### config.mk
export PLATFORM = sky130hd
export DESIGN_NAME = supervisor_watchdog_backoff
export DESIGN_NICKNAME = d
export VERILOG_FILES = /design/src/swb_pkg.sv /design/src/supervisor_watchdog_backoff.sv /design/src/swb_cfg.sv
export SDC_FILE = /design/constraint.sdc
export NUM_CORES = 1
export LEC_CHECK = 0
export BUFFER_PORTS_ARGS = -buffer_cell sky130_fd_sc_hd__buf_2
export CAP_MARGIN = 5
export CORE_AREA = 2 2 245 247
export DETAILED_ROUTE_END_ITERATION = 6
export DIE_AREA = 0 0 247 249
export PLACE_DENSITY_LB_ADDON = 0.08
export SLEW_MARGIN = 0
export SYNTH_ARGS = -nofsm -noshare
export SYNTH_HDL_FRONTEND = slang
export SYNTH_SLANG_ARGS = --single-unit
### constraint.sdc
create_clock -name clk -period 19.1 [get_ports clk]
set_input_delay 3.82 -clock clk [delete_from_list [all_inputs] [get_ports clk]]
set_output_delay 3.82 -clock clk [all_outputs]
set_load 0.01 [all_outputs]
### src/swb_pkg.sv
`timescale 1ns / 1ps
// Shared types and codes for the supervisor watchdog with restart backoff.
// No dependencies; used by swb_cfg and supervisor_watchdog_backoff.
package swb_pkg;

  localparam int unsigned COOLDOWN_TICKS = 60;

  // Input modes
  localparam logic [2:0] MODE_TICK      = 3'd0;
  localparam logic [2:0] MODE_HEARTBEAT = 3'd1;
  localparam logic [2:0] MODE_STOP      = 3'd2;
  localparam logic [2:0] MODE_EXITED    = 3'd3;
  localparam logic [2:0] MODE_SIGNALED  = 3'd4;
  localparam logic [2:0] MODE_WAIT_ERR  = 3'd5;
  localparam logic [2:0] MODE_LAUNCH_FL = 3'd6;

  // Exit classes
  localparam logic [1:0] EXIT_CLEAN = 2'd0;
  localparam logic [1:0] EXIT_FATAL = 2'd1;

  // Signal kinds
  localparam logic [2:0] SIG_TERM   = 3'd0;
  localparam logic [2:0] SIG_KILL   = 3'd1;
  localparam logic [2:0] SIG_INT    = 3'd2;
  localparam logic [2:0] SIG_HANGUP = 3'd3;

  // Result actions
  localparam logic [2:0] ACT_NONE   = 3'd0;
  localparam logic [2:0] ACT_FWD    = 3'd1;
  localparam logic [2:0] ACT_TERM   = 3'd2;
  localparam logic [2:0] ACT_KILL   = 3'd3;
  localparam logic [2:0] ACT_LAUNCH = 3'd4;
  localparam logic [2:0] ACT_CLEAN  = 3'd5;
  localparam logic [2:0] ACT_FATAL  = 3'd6;
  localparam logic [2:0] ACT_LIMIT  = 3'd7;

  // Register indexes
  localparam logic [2:0] REG_INITIAL_DELAY = 3'd0;
  localparam logic [2:0] REG_MAX_DELAY     = 3'd1;
  localparam logic [2:0] REG_RESTART_LIMIT = 3'd2;
  localparam logic [2:0] REG_HB_TIMEOUT    = 3'd3;
  localparam logic [2:0] REG_START_TIMEOUT = 3'd4;
  localparam logic [2:0] REG_GRACE_PERIOD  = 3'd5;
  localparam logic [2:0] REG_CRASH_WINDOW  = 3'd6;
  localparam logic [2:0] REG_CRASH_LIMIT   = 3'd7;

  localparam int unsigned ADDR_W = 5;

  // Register reset values
  localparam logic [7:0]  RST_INITIAL_DELAY = 8'd1;
  localparam logic [7:0]  RST_MAX_DELAY     = 8'd10;
  localparam logic [15:0] RST_RESTART_LIMIT = 16'd0;
  localparam logic [15:0] RST_HB_TIMEOUT    = 16'd20;
  localparam logic [15:0] RST_START_TIMEOUT = 16'd45;
  localparam logic [7:0]  RST_GRACE_PERIOD  = 8'd3;
  localparam logic [15:0] RST_CRASH_WINDOW  = 16'd60;
  localparam logic [7:0]  RST_CRASH_LIMIT   = 8'd8;

  typedef enum logic [1:0] {
    PH_WAIT = 2'd0,
    PH_RUN  = 2'd1,
    PH_HALT = 2'd2
  } phase_t;

  typedef struct packed {
    logic [7:0]  initial_delay;
    logic [7:0]  max_delay;
    logic [15:0] restart_limit;
    logic [15:0] heartbeat_timeout;
    logic [15:0] startup_timeout;
    logic [7:0]  grace_period;
    logic [15:0] crash_window;
    logic [7:0]  crash_limit;
  } cfg_t;

endpackage

### src/supervisor_watchdog_backoff.sv
`timescale 1ns / 1ps
// Top level of the supervisor watchdog with exponential restart backoff.
// Depends on swb_pkg and swb_cfg.
//
// Usage:
//  - Input channel (in_valid / in_stall, in_mode, in_exit_class, in_signal_kind):
//    one transaction per event (tick, heartbeat, stop request, exit, signal,
//    wait error, launch failure).
//  - Output channel (out_valid / out_stall): exactly one transaction per input
//    transaction: action, forwarded signal, restart total, current delay.
//  - APB port sets the eight timing/limit registers; write only while idle.
//  - The result passes through the input register, then the result register;
//    the receiver can take it at the next edge. Throughput: one transaction
//    per cycle while out_stall is low; the state update is a single pass of
//    compares and counter increments.
//  - The input register accepts a new transaction while a finished result
//    waits in the output register; in_stall rises only when both are full
//    and out_stall holds the result.
//  - Reset (rst_n low, synchronous) empties both stages, returns the
//    registers to their defaults and the supervisor to waiting with no
//    delay, so the first tick launches.
module supervisor_watchdog_backoff (
  input  logic                       clk,
  input  logic                       rst_n,
  // input channel
  input  logic                       in_valid,
  output logic                       in_stall,
  input  logic [2:0]                 in_mode,
  input  logic [1:0]                 in_exit_class,
  input  logic [2:0]                 in_signal_kind,
  // result channel
  output logic                       out_valid,
  input  logic                       out_stall,
  output logic [2:0]                 out_action,
  output logic [2:0]                 out_forwarded_signal,
  output logic [15:0]                out_restart_total,
  output logic [7:0]                 out_current_delay,
  // configuration
  input  logic                       psel,
  input  logic                       penable,
  input  logic                       pwrite,
  input  logic [swb_pkg::ADDR_W-1:0] paddr,
  input  logic [31:0]                pwdata,
  output logic [31:0]                prdata,
  output logic                       pready
);
  import swb_pkg::*;

  cfg_t cfg;

  swb_cfg u_cfg (
    .clk     (clk),
    .rst_n   (rst_n),
    .psel    (psel),
    .penable (penable),
    .pwrite  (pwrite),
    .paddr   (paddr),
    .pwdata  (pwdata),
    .prdata  (prdata),
    .pready  (pready),
    .cfg     (cfg)
  );

  // ---------------- handshake / input register ----------------
  logic       inq_valid_r;
  logic [2:0] inq_mode_r;
  logic [1:0] inq_ecls_r;
  logic [2:0] inq_sig_r;
  logic       advance;
  logic       in_take;

  // item in the input register moves on when the result register frees up
  assign advance  = inq_valid_r && (!out_valid || !out_stall);
  assign in_stall = inq_valid_r && !advance;
  assign in_take  = in_valid && !in_stall;

  always_ff @(posedge clk) begin
    if (!rst_n) begin
      inq_valid_r <= 1'b0;
    end else if (in_take) begin
      inq_valid_r <= 1'b1;
    end else if (advance) begin
      inq_valid_r <= 1'b0;
    end
  end

  always_ff @(posedge clk) begin
    if (in_take) begin
      inq_mode_r <= in_mode;
      inq_ecls_r <= in_exit_class;
      inq_sig_r  <= in_signal_kind;
    end
  end

  // ---------------- supervisor state ----------------
  phase_t      phase_r, phase_nxt;
  logic [7:0]  wait_left_r, wait_left_nxt;
  logic        cooling_r, cooling_nxt;
  logic [15:0] uptime_r, uptime_nxt;
  logic [15:0] hb_age_r, hb_age_nxt;
  logic        saw_hb_r, saw_hb_nxt;
  logic        rst_pend_r, rst_pend_nxt;
  logic        term_r, term_nxt;
  logic        kill_r, kill_nxt;
  logic [7:0]  grace_r, grace_nxt;
  logic        stop_req_r, stop_req_nxt;
  logic [15:0] rcount_r, rcount_nxt;
  logic [7:0]  backoff_r, backoff_nxt;
  logic [31:0] ticks_r, ticks_nxt;
  logic [31:0] win_start_r, win_start_nxt;
  logic        win_valid_r, win_valid_nxt;
  logic [7:0]  win_cnt_r, win_cnt_nxt;

  // ---------------- restart scheduling (from current state) ----------------
  logic [15:0] sr_rcount;
  logic        sr_limit;
  logic [31:0] sr_t_launch;
  logic [31:0] sr_win_age;
  logic        sr_new_win;
  logic [7:0]  sr_win_base;
  logic [7:0]  sr_win_cnt;
  logic [7:0]  sr_bd_base;
  logic        sr_cool;
  logic [8:0]  sr_dbl;
  logic [7:0]  sr_bd_next;

  always_comb begin
    sr_rcount   = (rcount_r == 16'hFFFF) ? rcount_r : rcount_r + 16'd1;
    sr_limit    = (cfg.restart_limit != 16'd0) && (sr_rcount >= cfg.restart_limit);
    // launch time goes late once uptime saturates; kept as is
    sr_t_launch = ticks_r - {16'd0, uptime_r};
    sr_win_age  = sr_t_launch - win_start_r;
    sr_new_win  = !win_valid_r || (sr_win_age > {16'd0, cfg.crash_window});
    sr_win_base = sr_new_win ? 8'd0 : win_cnt_r;
    sr_win_cnt  = (sr_win_base == 8'hFF) ? sr_win_base : sr_win_base + 8'd1;
    // long uptime restores the initial backoff
    sr_bd_base  = (uptime_r >= {8'd0, cfg.max_delay}) ? cfg.initial_delay : backoff_r;
    sr_cool     = sr_win_cnt >= cfg.crash_limit;
    sr_dbl      = {sr_bd_base, 1'b0};
    sr_bd_next  = (sr_dbl > {1'b0, cfg.max_delay}) ? cfg.max_delay : sr_dbl[7:0];
  end

  // ---------------- per-item next state ----------------
  logic [2:0] act;
  logic [2:0] fwd;
  logic       run;
  logic       live;
  logic       kill_check;
  logic       do_restart;
  logic       sig_stop_ok;

  always_comb begin
    phase_nxt     = phase_r;
    wait_left_nxt = wait_left_r;
    cooling_nxt   = cooling_r;
    uptime_nxt    = uptime_r;
    hb_age_nxt    = hb_age_r;
    saw_hb_nxt    = saw_hb_r;
    rst_pend_nxt  = rst_pend_r;
    term_nxt      = term_r;
    kill_nxt      = kill_r;
    grace_nxt     = grace_r;
    stop_req_nxt  = stop_req_r;
    rcount_nxt    = rcount_r;
    backoff_nxt   = backoff_r;
    ticks_nxt     = ticks_r;
    win_start_nxt = win_start_r;
    win_valid_nxt = win_valid_r;
    win_cnt_nxt   = win_cnt_r;
    act           = ACT_NONE;
    fwd           = 3'd0;
    kill_check    = 1'b0;
    do_restart    = 1'b0;

    run  = (phase_r == PH_RUN);
    live = (phase_r == PH_WAIT) || run;
    sig_stop_ok = (inq_sig_r == SIG_TERM) || (inq_sig_r == SIG_INT) ||
                  (inq_sig_r == SIG_HANGUP);

    if (live) begin
      case (inq_mode_r)
        MODE_TICK: begin
          ticks_nxt = ticks_r + 32'd1;
          if (run) begin
            uptime_nxt = (uptime_r == 16'hFFFF) ? uptime_r : uptime_r + 16'd1;
            hb_age_nxt = (hb_age_r == 16'hFFFF) ? hb_age_r : hb_age_r + 16'd1;
            if (term_r && !kill_r) begin
              grace_nxt = (grace_r == 8'hFF) ? grace_r : grace_r + 8'd1;
            end
            if (stop_req_r) begin
              if (!term_r) begin
                term_nxt  = 1'b1;
                grace_nxt = 8'd0;
                act       = ACT_TERM;
              end else begin
                kill_check = 1'b1;
              end
            end else if (!rst_pend_r) begin
              if ((!saw_hb_r && uptime_nxt >= cfg.startup_timeout) ||
                  (saw_hb_r && hb_age_nxt >= cfg.heartbeat_timeout)) begin
                rst_pend_nxt = 1'b1;
                term_nxt     = 1'b1;
                grace_nxt    = 8'd0;
                act          = ACT_TERM;
              end
            end else begin
              kill_check = 1'b1;
            end
            // grace over after terminate: escalate to kill
            if (kill_check && term_r && !kill_r && grace_nxt >= cfg.grace_period) begin
              kill_nxt = 1'b1;
              act      = ACT_KILL;
            end
          end else begin
            wait_left_nxt = (wait_left_r != 8'd0) ? wait_left_r - 8'd1 : 8'd0;
            if (wait_left_nxt == 8'd0) begin
              if (cooling_r) begin
                win_start_nxt = ticks_nxt;
                win_cnt_nxt   = 8'd0;
                cooling_nxt   = 1'b0;
              end
              phase_nxt    = PH_RUN;
              uptime_nxt   = 16'd0;
              hb_age_nxt   = 16'd0;
              saw_hb_nxt   = 1'b0;
              rst_pend_nxt = 1'b0;
              term_nxt     = 1'b0;
              kill_nxt     = 1'b0;
              grace_nxt    = 8'd0;
              act          = ACT_LAUNCH;
            end
          end
        end
        MODE_HEARTBEAT: begin
          if (run) begin
            hb_age_nxt = 16'd0;
            saw_hb_nxt = 1'b1;
          end
        end
        MODE_STOP: begin
          if (sig_stop_ok) begin
            stop_req_nxt = 1'b1;
            if (run) begin
              act = ACT_FWD;
              fwd = inq_sig_r;
            end
          end
        end
        MODE_EXITED: begin
          if (run) begin
            if (inq_ecls_r == EXIT_CLEAN) begin
              phase_nxt = PH_HALT;
              act       = ACT_CLEAN;
            end else if (inq_ecls_r == EXIT_FATAL) begin
              phase_nxt = PH_HALT;
              act       = ACT_FATAL;
            end else begin
              do_restart = 1'b1;
            end
          end
        end
        MODE_SIGNALED: begin
          if (run) begin
            // expected death after our own stop, or a plain term
            if ((stop_req_r && (inq_sig_r == SIG_TERM || inq_sig_r == SIG_KILL)) ||
                (!rst_pend_r && inq_sig_r == SIG_TERM)) begin
              phase_nxt = PH_HALT;
              act       = ACT_CLEAN;
            end else begin
              do_restart = 1'b1;
            end
          end
        end
        MODE_WAIT_ERR: begin
          if (run) begin
            rst_pend_nxt = 1'b1;
            if (!kill_r) begin
              kill_nxt = 1'b1;
              act      = ACT_KILL;
            end
          end
        end
        MODE_LAUNCH_FL: begin
          if (run) begin
            phase_nxt     = PH_WAIT;
            wait_left_nxt = backoff_r;
          end
        end
        default: ;
      endcase
    end

    if (do_restart) begin
      rcount_nxt = sr_rcount;
      if (sr_limit) begin
        phase_nxt = PH_HALT;
        act       = ACT_LIMIT;
      end else begin
        if (sr_new_win) begin
          win_start_nxt = sr_t_launch;
        end
        win_valid_nxt = 1'b1;
        win_cnt_nxt   = sr_win_cnt;
        phase_nxt     = PH_WAIT;
        if (sr_cool) begin
          // too many restarts in the window: fixed cooldown
          wait_left_nxt = 8'(COOLDOWN_TICKS);
          cooling_nxt   = 1'b1;
          backoff_nxt   = cfg.initial_delay;
        end else begin
          wait_left_nxt = sr_bd_base;
          backoff_nxt   = sr_bd_next;
        end
        act = ACT_NONE;
      end
    end
  end

  always_ff @(posedge clk) begin
    if (!rst_n) begin
      phase_r     <= PH_WAIT;
      wait_left_r <= 8'd0;
      cooling_r   <= 1'b0;
      uptime_r    <= 16'd0;
      hb_age_r    <= 16'd0;
      saw_hb_r    <= 1'b0;
      rst_pend_r  <= 1'b0;
      term_r      <= 1'b0;
      kill_r      <= 1'b0;
      grace_r     <= 8'd0;
      stop_req_r  <= 1'b0;
      rcount_r    <= 16'd0;
      backoff_r   <= RST_INITIAL_DELAY;
      ticks_r     <= 32'd0;
      win_start_r <= 32'd0;
      win_valid_r <= 1'b0;
      win_cnt_r   <= 8'd0;
    end else if (advance) begin
      phase_r     <= phase_nxt;
      wait_left_r <= wait_left_nxt;
      cooling_r   <= cooling_nxt;
      uptime_r    <= uptime_nxt;
      hb_age_r    <= hb_age_nxt;
      saw_hb_r    <= saw_hb_nxt;
      rst_pend_r  <= rst_pend_nxt;
      term_r      <= term_nxt;
      kill_r      <= kill_nxt;
      grace_r     <= grace_nxt;
      stop_req_r  <= stop_req_nxt;
      rcount_r    <= rcount_nxt;
      backoff_r   <= backoff_nxt;
      ticks_r     <= ticks_nxt;
      win_start_r <= win_start_nxt;
      win_valid_r <= win_valid_nxt;
      win_cnt_r   <= win_cnt_nxt;
    end
  end

  // ---------------- result register ----------------
  logic        out_valid_r;
  logic [2:0]  out_action_r;
  logic [2:0]  out_fwd_r;
  logic [15:0] out_total_r;
  logic [7:0]  out_delay_r;

  always_ff @(posedge clk) begin
    if (!rst_n) begin
      out_valid_r <= 1'b0;
    end else if (advance) begin
      out_valid_r <= 1'b1;
    end else if (!out_stall) begin
      out_valid_r <= 1'b0;
    end
  end

  always_ff @(posedge clk) begin
    if (advance) begin
      out_action_r <= act;
      out_fwd_r    <= fwd;
      out_total_r  <= rcount_nxt;
      out_delay_r  <= backoff_nxt;
    end
  end

  assign out_valid            = out_valid_r;
  assign out_action           = out_action_r;
  assign out_forwarded_signal = out_fwd_r;
  assign out_restart_total    = out_total_r;
  assign out_current_delay    = out_delay_r;

endmodule

### src/swb_cfg.sv
`timescale 1ns / 1ps
// APB register file for the watchdog settings.
// Depends on swb_pkg (cfg_t, register indexes, reset values).
module swb_cfg (
  input  logic                       clk,
  input  logic                       rst_n,
  input  logic                       psel,
  input  logic                       penable,
  input  logic                       pwrite,
  input  logic [swb_pkg::ADDR_W-1:0] paddr,
  input  logic [31:0]                pwdata,
  output logic [31:0]                prdata,
  output logic                       pready,
  output swb_pkg::cfg_t              cfg
);
  import swb_pkg::*;

  cfg_t       cfg_r;
  logic [2:0] idx;
  logic       wr_en;

  assign idx    = paddr[ADDR_W-1:2];
  assign wr_en  = psel && penable && pwrite;
  assign pready = 1'b1;
  assign cfg    = cfg_r;

  always_ff @(posedge clk) begin
    if (!rst_n) begin
      cfg_r.initial_delay     <= RST_INITIAL_DELAY;
      cfg_r.max_delay         <= RST_MAX_DELAY;
      cfg_r.restart_limit     <= RST_RESTART_LIMIT;
      cfg_r.heartbeat_timeout <= RST_HB_TIMEOUT;
      cfg_r.startup_timeout   <= RST_START_TIMEOUT;
      cfg_r.grace_period      <= RST_GRACE_PERIOD;
      cfg_r.crash_window      <= RST_CRASH_WINDOW;
      cfg_r.crash_limit       <= RST_CRASH_LIMIT;
    end else if (wr_en) begin
      case (idx)
        REG_INITIAL_DELAY: cfg_r.initial_delay     <= pwdata[7:0];
        REG_MAX_DELAY:     cfg_r.max_delay         <= pwdata[7:0];
        REG_RESTART_LIMIT: cfg_r.restart_limit     <= pwdata[15:0];
        REG_HB_TIMEOUT:    cfg_r.heartbeat_timeout <= pwdata[15:0];
        REG_START_TIMEOUT: cfg_r.startup_timeout   <= pwdata[15:0];
        REG_GRACE_PERIOD:  cfg_r.grace_period      <= pwdata[7:0];
        REG_CRASH_WINDOW:  cfg_r.crash_window      <= pwdata[15:0];
        REG_CRASH_LIMIT:   cfg_r.crash_limit       <= pwdata[7:0];
        default: ;
      endcase
    end
  end

  always_comb begin
    case (idx)
      REG_INITIAL_DELAY: prdata = {24'd0, cfg_r.initial_delay};
      REG_MAX_DELAY:     prdata = {24'd0, cfg_r.max_delay};
      REG_RESTART_LIMIT: prdata = {16'd0, cfg_r.restart_limit};
      REG_HB_TIMEOUT:    prdata = {16'd0, cfg_r.heartbeat_timeout};
      REG_START_TIMEOUT: prdata = {16'd0, cfg_r.startup_timeout};
      REG_GRACE_PERIOD:  prdata = {24'd0, cfg_r.grace_period};
      REG_CRASH_WINDOW:  prdata = {16'd0, cfg_r.crash_window};
      REG_CRASH_LIMIT:   prdata = {24'd0, cfg_r.crash_limit};
      default:           prdata = 32'd0;
    endcase
  end

endmodule

==> results.md <==
- Outcome: finished, final reports clean
- Post-detail-place hpwl: between 50 and 60 mm
- Global-route wire length before repair: roughly 100 mm
- Post CTS Setup Buffer Count: 0
- Number of nets at the end of the flow: 2826
- Antenna violations before repair: 0
- X dimension of the die: 247 µm
- Detailed Route WL: roughly 68 mm
- Clock latency of the later-clocked register in the worst-skew pair: 0.58 ns
- Peak fanout along the critical path: 20
- Pre-Repair DR Iteration Count: 6
- Clk sinks: approximately 290
- Proportion of netlist area held by the largest area contributor: between 20% and 30%
- Leakage component of the power: approximately 9.0 nW
- FF+latch count, synth: approximately 290
- Slew at the pin closest to its max-slew limit: just over 1 ns
- Sequential area share after synthesis: 30.3%
- Placeable core region: around 59000 µm²
- Cells taking the most area after synthesis: sky130_fd_sc_hd__dfxtp_1 25%, sky130_fd_sc_hd__ha_1 9.2%, sky130_fd_sc_hd__nand2_1 6.1%
- Cell mode on critical path: sky130_fd_sc_hd__a21o_1
- Number of antenna diodes: 0
- Leading cell type by number of instances after synthesis: sky130_fd_sc_hd__nand2_1
- Max clock buf depth: 3
- Crit path capture type: flop
- Cells resized by post-CTS repair: 0
- Maximum number of pins on one net before global-route repair: 71
- Via density per instance: 5.41
- Vias post-DR: between 15k and 20k
- Top cell types by occurrence after synthesis: 332 x sky130_fd_sc_hd__nand2_1, 251 x sky130_fd_sc_hd__dfxtp_1, 237 x sky130_fd_sc_hd__nor2_1
- Final Setup Violations: 0
- Cell taking the most area after synthesis: sky130_fd_sc_hd__dfxtp_1
- Clock tree from TritonCTS: yes
- Clock-pin slew on the worst setup and hold paths: roughly 0.060 ns
- Max IR drop VDD: between 0.06 and 0.07 mV
- Area enclosed by the die boundary: 61500 µm²
- Critical path's largest stage delay: between 0.5 and 0.6 ns
- Relative slew slack: approximately 30%
- GRT Resource Usage Total: 21.8%
- Total count of max-transition violations in the final report: 0
- Post-route ant nets: 0
- Via count of the first global-routing pass: 17.3k
- H-Tree Depth: 2
- Routed wire per std cell: 19.9 µm
- Final TNS setup: 0 ns
- Share of final-layout standard cells stronger than drive strength 1: 9.05%
- Maximum frequency from static timing analysis: ~98 MHz
- Fin crit share: between 50% and 60%
- Initial Util: between 30% and 40%
- Area delta synth->final: 10.8%
- Max Clock Skew: between 0.03 and 0.04 ns
- Post-route cell area: between 20000 and 25000 µm²
- Synth Cell Area: around 20000 µm²
- Data arrival, critical path: ~10 ns
- Distinct cell type count after synthesis: 91
- Total number of yosys warnings: 0
- Master cell of the clock root buffer: sky130_fd_sc_hd__clkbuf_16
- Aggregate global routing overflow: 0
- Min Clock Period, post-route: 10.16 ns
- Worst hold path class: flop to flop
- Cell with the largest stage delay on the worst path: sky130_fd_sc_hd__or4_4
- Avg Cell Area, Syn: between 7 and 8 µm²
- Remaining DRCs: 0
- Overall die height: 249 µm
- Iteration-0 DRC Markers: roughly 1.2k
- Asr flop ratio synth: 0%
- Placer's final routability congestion estimate: between 0.8 and 0.9
- Required time reported for the critical path endpoint: ~19 ns
- Placed cell area: around 21000 µm²
- Maximum capacitance violations: 0
- Number of buffer cells added on primary ports: just over 80
- Pwr dens: 67.8 nW/µm²
- Number of rows created at floorplan: 89
- Critical path startpoint category: flop
- Number of enable-type register cells in the synthesized netlist: 38
- Num ports: between 100 and 150
- Number of CTS-inserted buffers: 38
- Hold violation total from the final report: 0
- Post-Synthesis Cells: 2628
- Critical Setup Path Class: flop to flop
- RSZ-0062 raised after global routing: false
- Dominant register cell in the synthesized netlist: sky130_fd_sc_hd__dfxtp_1
- Hold buffer count at cts: 0
[layout make-up]
class	count	area, µm²
Fill cell	6160	36200
Sequential cell	289	6170
Tap cell	773	967
Clock buffer	44	1000
Timing Repair Buffer	105	589
Clock inverter	26	284
Multi-Input combinational cell	2021	12900
Inverter	167	632
[stage by stage]
step	hold slack [ns]	total power [W]	setup slack, ns	cells	util, %
after floorplan	0.436	0.000745	10.02	2644	-
after detailed placement	0.447	0.000789	9.00	3354	36.2
final	0.456	0.00153	8.94	3425	38.4
after global routing	0.478	0.00159	8.31	3425	38.4
after CTS	0.455	0.00155	8.95	3424	38.4
after global placement	0.442	0.000788	9.10	3354	36.2
[routing by layer]
metal,part of all wire [%],global-route usage [%],up-vias
li1,-,-,9204
met1,47,29.9,8869
met2,46,35.9,373
met3,3.9,2.70,86
met4,2.6,5.83,0
met5,0,0,-
[final timing paths]
kind,startpoint,slack (ns),endpoint,cells after the start
worst max-delay path,uptime_r[1],8.94,out_current_delay[4],37
worst min-delay path,u_cfg.cfg[54],0.46,u_cfg.cfg[54],2
worst max register to register,uptime_r[1],8.94,out_current_delay[4],37
worst min register to register,u_cfg.cfg[54],0.46,u_cfg.cfg[54],2
[flip-flops by register name, indices dropped and copies added (netlist names), 2 cells and up]
register	flops
uptime_r	16
inq_ecls_r	2
phase_r	2
wait_left_r	8
ticks_r	32
hb_age_r	16
backoff_r	8
out_restart_total	16
out_forwarded_signal	3
rcount_r	16
grace_r	8
u_cfg.cfg	96
win_cnt_r	8
out_action	3
win_start_r	32
inq_sig_r	3
out_current_delay	8
inq_mode_r	3
[where the power goes]
| group | total [W] | switching, W | internal [W] | leakage [nW] |
|---|---|---|---|---|
| Sequential | 0.000631 | 0.00000678 | 0.000624 | 2.38 |
| Clock | 0.000751 | 0.000304 | 0.000447 | 0.639 |
| Combinational | 0.000146 | 0.0000939 | 0.0000518 | 5.95 |
[cell families (layout without fill, tap and decap cells)]
kind of cell,count (synthesis),count (layout),synth area share [%]
compound gates,685,685,21.1
other cells,2,18,0.0369
buf+inv,334,342,6.74
fa+ha+maj,152,152,9.43
mux,82,82,4.38
flops,289,289,30.3
xor+xnor,156,156,6.72
simple gates,928,928,21.2
[placed cells by master (no fill, tap or decap), types with 12 or more instances in the layout]
cell / Yosys / final
sky130_fd_sc_hd__nor3_1: 44 / 42
sky130_fd_sc_hd__dfxtp_1: 251 / 251
sky130_fd_sc_hd__mux2i_1: 56 / 56
sky130_fd_sc_hd__nor2_1: 237 / 235
sky130_fd_sc_hd__a22oi_1: 18 / 18
sky130_fd_sc_hd__o22ai_1: 14 / 14
sky130_fd_sc_hd__ha_1: 150 / 150
sky130_fd_sc_hd__and2_1: 15 / 15
sky130_fd_sc_hd__a211oi_1: 24 / 24
sky130_fd_sc_hd__buf_2: 13 / 81
sky130_fd_sc_hd__inv_1: 166 / 165
sky130_fd_sc_hd__edfxtp_1: 38 / 38
sky130_fd_sc_hd__o21ai_0: 141 / 141
sky130_fd_sc_hd__conb_1: 2 / 18
sky130_fd_sc_hd__xor2_1: 68 / 68
sky130_fd_sc_hd__clkbuf_16: 0 / 38
sky130_fd_sc_hd__and3_1: 29 / 29
sky130_fd_sc_hd__o21a_1: 33 / 33
sky130_fd_sc_hd__xnor2_1: 88 / 88
sky130_fd_sc_hd__a21oi_1: 228 / 228
sky130_fd_sc_hd__nand2_1: 332 / 332
sky130_fd_sc_hd__clkinv_2: 0 / 12
sky130_fd_sc_hd__a31oi_1: 30 / 30
sky130_fd_sc_hd__nand3_1: 83 / 83
sky130_fd_sc_hd__nor4_1: 17 / 17
sky130_fd_sc_hd__or3_1: 33 / 33
sky130_fd_sc_hd__nand4_1: 45 / 45
sky130_fd_sc_hd__buf_4: 18 / 23
sky130_fd_sc_hd__a21o_1: 51 / 51
sky130_fd_sc_hd__nor2b_1: 16 / 16
sky130_fd_sc_hd__mux2_2: 22 / 22
sky130_fd_sc_hd__nand2b_1: 28 / 28
sky130_fd_sc_hd__o211ai_1: 37 / 37
[critical path, delay by kind of cell, from the launching register on]
family	cells	cell delay, ns
adders and majority gates	4	1.21
and+or+nand+nor	11	2.87
muxes	2	0.71
DFF	1	0.47
xor gates and xnor gates	1	0.26
buffers and inverters	3	0.66
AOI/OAI and AO/OA	16	3.67
Note: power is estimated with default switching activity, not from simulation.
